<file path="config.mk">
export PLATFORM = sky130hd
export DESIGN_NAME = tagged_chunk_search
export DESIGN_NICKNAME = d
export VERILOG_FILES = /design/src/sv/tcs_pkg.sv /design/src/sv/tcs_cfg_regs.sv /design/src/sv/tcs_search.sv /design/src/sv/tagged_chunk_search.sv
export SDC_FILE = /design/constraint.sdc
export NUM_CORES = 1
export LEC_CHECK = 0
export ABC_AREA = 1
export BUFFER_PORTS_ARGS = -buffer_cell sky130_fd_sc_hd__buf_4
export CORE_MARGIN = 2
export CORE_UTILIZATION = 30
export DETAILED_ROUTE_END_ITERATION = 7
export HOLD_SLACK_MARGIN = 0.03
export MAX_ROUTING_LAYER = met4
export PLACE_DENSITY = 0.57
export REMOVE_ABC_BUFFERS = 1
export SYNTH_ARGS = -nofsm -noshare
export SYNTH_HDL_FRONTEND = slang
export SYNTH_SLANG_ARGS = --single-unit
</file>
<file path="constraint.sdc">
create_clock -name clk -period 7.07 [get_ports clk]
set_clock_uncertainty 0.15 [all_clocks]
set_input_delay 2.121 -clock clk [delete_from_list [all_inputs] [get_ports clk]]
set_output_delay 2.121 -clock clk [all_outputs]
set_load 0.02 [all_outputs]
</file>
<file path="src/sv/tcs_pkg.sv">
// Shared types and constants for the tagged chunk search block.
// Depends on nothing; every other file refers to it by scoped names.
`default_nettype none
package tcs_pkg;

	localparam int unsigned HDR_BYTES = 8;
	localparam int unsigned ID_BYTES  = 4;
	localparam int unsigned CFG_IDX_W = 3;
	localparam int unsigned CFG_DATA_W = 32;

	typedef enum logic [CFG_IDX_W-1:0] {
		CFG_WANTED_ID   = 3'd0,
		CFG_FIRST_OFS   = 3'd1,
		CFG_SIZE_INCL   = 3'd2,
		CFG_SIZE_BIG    = 3'd3,
		CFG_STOP_ZERO   = 3'd4
	} cfg_idx_t;

	typedef enum logic [1:0] {
		ST_FOUND     = 2'd0,
		ST_NOT_FOUND = 2'd1,
		ST_ZERO_STOP = 2'd2,
		ST_MALFORMED = 2'd3
	} status_t;

	typedef enum logic {
		PH_HEADER = 1'b0,
		PH_SKIP   = 1'b1
	} phase_t;

	typedef struct packed {
		logic [31:0] wanted_id;
		logic [31:0] first_offset;
		logic        size_includes_header;
		logic        size_msb_first;
		logic        stop_on_zero_size;
	} cfg_t;

	typedef struct packed {
		logic        valid;
		status_t     status;
		logic [31:0] chunk_offset;
		logic [31:0] chunk_len;
	} result_t;

endpackage
`default_nettype wire

</file>
<file path="src/sv/tcs_cfg_regs.sv">
// Configuration register file for the tagged chunk search block.
// Depends on tcs_pkg for the register indexes and the configuration struct.
`default_nettype none
module tcs_cfg_regs (
	input  wire logic                             clk,
	input  wire logic                             arst_n,
	input  wire logic                             cfg_wr_en,
	input  wire logic [tcs_pkg::CFG_IDX_W-1:0]    cfg_index,
	input  wire logic [tcs_pkg::CFG_DATA_W-1:0]   cfg_data,
	output tcs_pkg::cfg_t                         cfg
);

	tcs_pkg::cfg_t cfg_q;

	always_ff @(posedge clk or negedge arst_n) begin
		if (!arst_n) begin
			cfg_q.wanted_id            <= '0;
			cfg_q.first_offset         <= '0;
			cfg_q.size_includes_header <= 1'b0;
			cfg_q.size_msb_first       <= 1'b1;
			cfg_q.stop_on_zero_size    <= 1'b0;
		end else if (cfg_wr_en) begin
			case (tcs_pkg::cfg_idx_t'(cfg_index))
				tcs_pkg::CFG_WANTED_ID: cfg_q.wanted_id <= cfg_data;
				tcs_pkg::CFG_FIRST_OFS: cfg_q.first_offset <= cfg_data;
				tcs_pkg::CFG_SIZE_INCL: cfg_q.size_includes_header <= cfg_data[0];
				tcs_pkg::CFG_SIZE_BIG:  cfg_q.size_msb_first <= cfg_data[0];
				tcs_pkg::CFG_STOP_ZERO: cfg_q.stop_on_zero_size <= cfg_data[0];
				default: ;
			endcase
		end
	end

	assign cfg = cfg_q;

endmodule
`default_nettype wire

</file>
<file path="src/sv/tcs_search.sv">
// Search state and per-byte decision logic: header gathering, body skipping
// and result formation. Depends on tcs_pkg for types and constants.
`default_nettype none
module tcs_search (
	input  wire logic        clk,
	input  wire logic        arst_n,
	input  wire tcs_pkg::cfg_t cfg,
	input  wire logic        step,
	input  wire logic [7:0]  data_byte,
	input  wire logic        end_of_stream,
	output tcs_pkg::result_t res
);

	logic [31:0]      position_q;
	logic [63:0]      header_shift_q;
	logic [3:0]       header_count_q;
	logic [31:0]      skip_remaining_q;
	tcs_pkg::phase_t  phase_q;
	logic             done_q;

	logic [31:0]      position_d;
	logic [63:0]      header_shift_d;
	logic [3:0]       header_count_d;
	logic [31:0]      skip_remaining_d;
	tcs_pkg::phase_t  phase_d;
	logic             done_d;

	logic [63:0]      shift_new;
	logic [3:0]       count_new;
	logic [31:0]      hdr_id;
	logic [31:0]      hdr_raw;
	logic [31:0]      hdr_size;
	logic [31:0]      body_len;
	logic [31:0]      skip_dec;

	assign shift_new = {header_shift_q[55:0], data_byte};
	assign count_new = header_count_q + 4'd1;
	assign hdr_id    = shift_new[63:32];
	assign hdr_raw   = shift_new[31:0];
	assign hdr_size  = cfg.size_msb_first ? hdr_raw :
		{hdr_raw[7:0], hdr_raw[15:8], hdr_raw[23:16], hdr_raw[31:24]};
	assign body_len  = cfg.size_includes_header ?
		(hdr_size - 32'(tcs_pkg::HDR_BYTES)) : hdr_size;
	assign skip_dec  = skip_remaining_q - 32'd1;

	always_comb begin
		position_d       = position_q;
		header_shift_d   = header_shift_q;
		header_count_d   = header_count_q;
		skip_remaining_d = skip_remaining_q;
		phase_d          = phase_q;
		done_d           = done_q;
		res.valid        = 1'b0;
		res.status       = tcs_pkg::ST_NOT_FOUND;
		res.chunk_offset = '0;
		res.chunk_len    = '0;

		if (!done_q) begin
			if (phase_q == tcs_pkg::PH_SKIP) begin
				skip_remaining_d = skip_dec;
				if (skip_dec == 32'd0) begin
					phase_d        = tcs_pkg::PH_HEADER;
					header_count_d = '0;
					header_shift_d = '0;
				end
			end else begin
				header_shift_d = shift_new;
				header_count_d = count_new;
				if (count_new >= 4'(tcs_pkg::HDR_BYTES)) begin
					header_count_d = '0;
					header_shift_d = '0;
					if (hdr_id == cfg.wanted_id) begin
						res.valid        = 1'b1;
						res.status       = tcs_pkg::ST_FOUND;
						res.chunk_offset = cfg.first_offset + position_q + 32'd1;
						res.chunk_len    = hdr_size;
						done_d           = 1'b1;
					end else if (hdr_size == 32'd0 && cfg.stop_on_zero_size) begin
						res.valid  = 1'b1;
						res.status = tcs_pkg::ST_ZERO_STOP;
						done_d     = 1'b1;
					end else if (cfg.size_includes_header &&
						hdr_size < 32'(tcs_pkg::HDR_BYTES)) begin
						res.valid  = 1'b1;
						res.status = tcs_pkg::ST_MALFORMED;
						done_d     = 1'b1;
					end else begin
						skip_remaining_d = body_len;
						phase_d = (body_len != 32'd0) ? tcs_pkg::PH_SKIP :
							tcs_pkg::PH_HEADER;
					end
				end
			end
			position_d = position_q + 32'd1;
			if (end_of_stream && !res.valid) begin
				res.valid  = 1'b1;
				res.status = tcs_pkg::ST_NOT_FOUND;
			end
		end

		if (end_of_stream) begin
			position_d       = '0;
			header_shift_d   = '0;
			header_count_d   = '0;
			skip_remaining_d = '0;
			phase_d          = tcs_pkg::PH_HEADER;
			done_d           = 1'b0;
		end
	end

	always_ff @(posedge clk or negedge arst_n) begin
		if (!arst_n) begin
			position_q       <= '0;
			header_shift_q   <= '0;
			header_count_q   <= '0;
			skip_remaining_q <= '0;
			phase_q          <= tcs_pkg::PH_HEADER;
			done_q           <= 1'b0;
		end else if (step) begin
			position_q       <= position_d;
			header_shift_q   <= header_shift_d;
			header_count_q   <= header_count_d;
			skip_remaining_q <= skip_remaining_d;
			phase_q          <= phase_d;
			done_q           <= done_d;
		end
	end

`ifndef SYNTHESIS
	a_skip_nonzero: assert property (@(posedge clk) disable iff (!arst_n)
		phase_q == tcs_pkg::PH_SKIP |-> skip_remaining_q != 32'd0)
		else $error("skip phase entered with nothing to skip");

	a_count_bound: assert property (@(posedge clk) disable iff (!arst_n)
		header_count_q < 4'(tcs_pkg::HDR_BYTES))
		else $error("header byte count ran past a full header");

	a_zero_fields: assert property (@(posedge clk) disable iff (!arst_n)
		res.valid && res.status != tcs_pkg::ST_FOUND |->
			res.chunk_offset == 32'd0 && res.chunk_len == 32'd0)
		else $error("non-found result carries offset or size");

	a_eos_clears: assert property (@(posedge clk) disable iff (!arst_n)
		step && end_of_stream |=>
			position_q == 32'd0 && !done_q && header_count_q == 4'd0)
		else $error("search state not cleared after end of stream");
`endif

endmodule
`default_nettype wire

</file>
<file path="src/sv/tagged_chunk_search.sv">
// Tagged chunk search: finds a chunk with a wanted id in a byte stream.
// A request is registered at acceptance; its result enters the output
// register when that request is processed, once the output register is free.
// Throughput: one byte per cycle; a waiting result holds the input register.
// Reset: arst_n clears the search state and sets the configuration registers to defaults.
// Depends on tcs_pkg, tcs_cfg_regs and tcs_search.
`default_nettype none
module tagged_chunk_search (
	input  wire logic                           clk,
	input  wire logic                           arst_n,
	input  wire logic                           cfg_wr_en,
	input  wire logic [tcs_pkg::CFG_IDX_W-1:0]  cfg_index,
	input  wire logic [tcs_pkg::CFG_DATA_W-1:0] cfg_data,
	input  wire logic                           item_valid,
	output logic                                item_ready,
	input  wire logic [7:0]                     data_byte,
	input  wire logic                           end_of_stream,
	output logic                                result_valid,
	input  wire logic                           result_ready,
	output logic [1:0]                          status,
	output logic [31:0]                         chunk_offset,
	output logic [31:0]                         chunk_len
);

	tcs_pkg::cfg_t    cfg;
	tcs_pkg::result_t res;

	logic        valid_s1;
	logic [7:0]  data_byte_s1;
	logic        eos_s1;
	logic        advance;
	logic        out_free;

	logic              valid_s2;
	tcs_pkg::status_t  status_s2;
	logic [31:0]       offset_s2;
	logic [31:0]       size_s2;

	tcs_cfg_regs u_cfg (
		.clk       (clk),
		.arst_n    (arst_n),
		.cfg_wr_en (cfg_wr_en),
		.cfg_index (cfg_index),
		.cfg_data  (cfg_data),
		.cfg       (cfg)
	);

	tcs_search u_search (
		.clk           (clk),
		.arst_n        (arst_n),
		.cfg           (cfg),
		.step          (advance),
		.data_byte     (data_byte_s1),
		.end_of_stream (eos_s1),
		.res           (res)
	);

	assign out_free   = !valid_s2 || result_ready;
	assign advance    = valid_s1 && out_free;
	assign item_ready = !valid_s1 || advance;

	always_ff @(posedge clk or negedge arst_n) begin
		if (!arst_n) begin
			valid_s1 <= 1'b0;
		end else if (item_ready) begin
			valid_s1 <= item_valid;
		end
	end

	always_ff @(posedge clk) begin
		if (item_ready && item_valid) begin
			data_byte_s1 <= data_byte;
			eos_s1       <= end_of_stream;
		end
	end

	always_ff @(posedge clk or negedge arst_n) begin
		if (!arst_n) begin
			valid_s2 <= 1'b0;
		end else if (out_free) begin
			valid_s2 <= advance && res.valid;
		end
	end

	always_ff @(posedge clk) begin
		if (advance && res.valid) begin
			status_s2 <= res.status;
			offset_s2 <= res.chunk_offset;
			size_s2   <= res.chunk_len;
		end
	end

	assign result_valid = valid_s2;
	assign status       = status_s2;
	assign chunk_offset = offset_s2;
	assign chunk_len    = size_s2;

`ifndef SYNTHESIS
	a_no_step_blocked: assert property (@(posedge clk) disable iff (!arst_n)
		advance |-> !valid_s2 || result_ready)
		else $error("byte processed while a result was blocked");

	a_result_from_step: assert property (@(posedge clk) disable iff (!arst_n)
		!valid_s2 ##1 valid_s2 |-> $past(advance) && $past(res.valid))
		else $error("result appeared without a processed byte");

	a_stall_holds: assert property (@(posedge clk) disable iff (!arst_n)
		valid_s1 && !advance |=> valid_s1 && $stable(data_byte_s1)
			&& $stable(eos_s1))
		else $error("stalled byte lost from input register");
`endif

endmodule
`default_nettype wire
</file>
==> impl_metrics.env <==
export IMPL_drt_wl_total_um=47000
export IMPL_ff2ff_path_depth=12
export IMPL_die_w_um=232
export IMPL_postCtsSetupRepairBufs=0
export IMPL_crit_buf_inv=3
export IMPL_maxCapViolCount=0
export IMPL_drt_iter0_markers=1136
export IMPL_fin_area_um2=18200
export IMPL_layout_common_cells="nand2_1 (569), nor2_1 (231), inv_1 (208)"
export IMPL_viasPerCell=4.89
export IMPL_io_buffers=116
export IMPL_clk_latency_ns=0.54
export IMPL_vdd_drop_max_mv=0.131
export IMPL_cts_root_buf="clkbuf_16"
export IMPL_whs_path_depth=2
export IMPL_final_common_cell="nand2_1"
export IMPL_syn_avg_cell_area_um2=7.74
export IMPL_slew_headroom=0.207
export IMPL_cts_hold_buf=0
export IMPL_grt_pass1_wl_um=74100
export IMPL_setup_violations_final=0
export IMPL_cts_buffers=34
export IMPL_htree_levels=2
export IMPL_die_area_um2=53900
export IMPL_grt_start_max_net_pins=113
export IMPL_ys_seq_elements=270
export IMPL_grt_setup_unrepaired="false"
export IMPL_setup_slack_ns=2.22
export IMPL_critical_path_peak_fanout=3
export IMPL_max_stage_delay_ns=0.18
export IMPL_core_area_um2=51400
export IMPL_p_total_mw=5.52
export IMPL_r2r_end="chunk_len[31]$_SDFFCE_PP0P_"
export IMPL_drcViolationCount=0
export IMPL_final_setup_tns_ns=0
export IMPL_reg2reg_from="u_cfg.cfg[1]$_DFFE_PN1P_"
export IMPL_route_vias_total=13800
export IMPL_async_reset_ff_frac=0.722
export IMPL_seq_area_frac_synth=0.457
export IMPL_drive_above_1_share=0.108
export IMPL_holdWs_ns=0.338
export IMPL_dp_hpwl_um=34500
export IMPL_reg2reg_slack_ns=2.52
export IMPL_timing_final_crit_share=0.686
export IMPL_die_h_um=232
export IMPL_first_global_vias=13300
export IMPL_ys_warn_count=0
export IMPL_critical_path_top_delay_family="buffers and inverters"
export IMPL_netlist_instances=2017
export IMPL_hold_class="flip-flop to flip-flop"
export IMPL_max_freq_ghz=0.206
export IMPL_min_to="u_cfg.cfg[3]$_DFFE_PN0P_"
export IMPL_synthToLayoutAreaGrowth_pct=16.5
export IMPL_arrival_ns=2.58
export IMPL_drt_first_pass_iters=5
export IMPL_cts_resized=0
export IMPL_seq_area_um2=7130
export IMPL_cts_sinks=270
export IMPL_fin_nets=2198
export IMPL_stdcell_count=2815
export IMPL_ys_types=50
export IMPL_worst_pin_slew_ns=1.19
export IMPL_clk_pin_slew_ns=0.06
export IMPL_pre_cts_ws_ns=2.11
export IMPL_antenna_found_initial=1
export IMPL_outcome="finished clean"
export IMPL_synth_edf_count=75
export IMPL_grt_overflow=0
export IMPL_worstPathCellList="buf_4, inv_1, nand3_1, buf_4"
export IMPL_endpoint_kind="primary output"
export IMPL_p_leak_nw=8.41
export IMPL_grt_total_usage=0.181
export IMPL_clk_path_buf_depth=3
export IMPL_multi_input_area_um2=7350
export IMPL_ys_flop_type="dfrtp_1"
export IMPL_powerDensity_nw_per_um2=304
export IMPL_setup_worst_path_class="input port to primary output"
export IMPL_finalCriticalPeriod_ns=4.85
export IMPL_finalHoldViolations=0
export IMPL_num_fill_cells=5408
export IMPL_slowest_stage="buf_4"
export IMPL_rows=83
export IMPL_final_util=0.354
export IMPL_start_util=0.304
export IMPL_place_congestion=0.904
export IMPL_cts_tree="done"
export IMPL_dp_cells=2756
export IMPL_ant_nets=0
export IMPL_wire_per_inst_um=16.7
export IMPL_maxSlewViolCount=0
export IMPL_netlist_area_um2=15600
export IMPL_dpl_instance_area_um2=17100
export IMPL_min_from="u_cfg.cfg[3]$_DFFE_PN0P_"
export IMPL_path_common_cell="buf_4"
export IMPL_io_pins=117
export IMPL_worstPathRequired_ns=4.80
export IMPL_startpoint_type="input port"
-- cells by family (layout without fill, tap and decap cells) --
kind of cell | count (synthesis) | in the layout | share of synthesized area
and+or+nand+nor | 1060 | 1060 | 0.293
AOI/OAI and AO/OA | 301 | 301 | 0.109
buffers and inverters | 283 | 400 | 0.0734
DFF | 270 | 270 | 0.457
xor gates and xnor gates | 66 | 66 | 0.0370
adders and majority gates | 37 | 37 | 0.0301
other | 0 | 1 | 0
-- worst min-delay path, cell delays in order, from the launching register on --
cell and delay [ns]:
dfrtp_1 0.34, nand2_1 0.05, o21ai_0 0.06
-- synth_stat cells, types with 5 or more instances --
library cell	n	area (um2)
nand2_1	570	2140
nor2_1	233	875
inv_1	209	785
dfrtp_1	194	4850
o21ai_0	123	616
nand4_1	90	563
a21oi_1	82	410
nand3_1	81	405
edfxtp_1	75	2250
clkbuf_1	48	180
xor2_1	38	333
ha_1	36	450
nor3_1	29	145
xnor2_1	28	245
o21a_1	21	158
o21ai_1	18	90.1
nor4_1	12	75.1
nand2_2	11	68.8
o21bai_1	10	75.1
o22ai_1	10	62.6
o21ai_2	9	78.8
buf_6	8	90.1
a31oi_1	7	43.8
buf_2	7	35.0
nor2_2	6	37.5
or2_2	6	37.5
nor3b_1	5	37.5
-- worst max-delay path by stage --
stage,cells after the start,startpoint,to
after CTS,4,result_ready,item_ready
after global placement,15,result_ready,u_search.position_q[29]$_DFFE_PN0P_
final,4,result_ready,item_ready
after global routing,4,result_ready,item_ready
after floorplan,6,result_ready,chunk_len[0]$_SDFFCE_PP0P_
after detailed placement,15,result_ready,u_search.position_q[29]$_DFFE_PN0P_
-- power breakdown --
group	switching (mW)	internal, mW	leakage (nW)
Sequential	0.222	1.84	3.30
Combinational	1.21	0.565	4.59
Clock	0.691	0.991	0.524
Total	2.13	3.39	8.41
-- routing by layer --
metal,vias up,share of wire,track usage,wire length [um]
met3,71,0.049,0.0242,2300
met4,0,0.024,0.0519,1140
li1,6838,-,-,-
met2,380,0.46,0.285,21500
met1,6467,0.47,0.243,22100
met5,-,0,-,0
-- state kept, by name (all words and copies together), names as in the netlist --
register                   cells
chunk_len                     32
chunk_offset                  32
data_byte_s1                   8
eos_s1                         1
result_valid                   1
status                         2
u_cfg.cfg                     67
u_search.done_q                1
u_search.header_count_q        4
u_search.header_shift_q       56
u_search.phase_q               1
u_search.position_q           32
u_search.skip_remaining_q     32
valid_s1                       1
-- area by class of cell --
class	count	share of cell area
Multi-Input combinational cell	1464	0.404
Sequential cell	270	0.392
Clock buffer	52	0.0561
Timing Repair Buffer	127	0.0541
Tap cell	680	0.0468
Inverter	215	0.0444
Clock inverter	6	0.00206
Antenna cell	1	0.000138
Note: power is estimated with default switching activity, not from simulation.
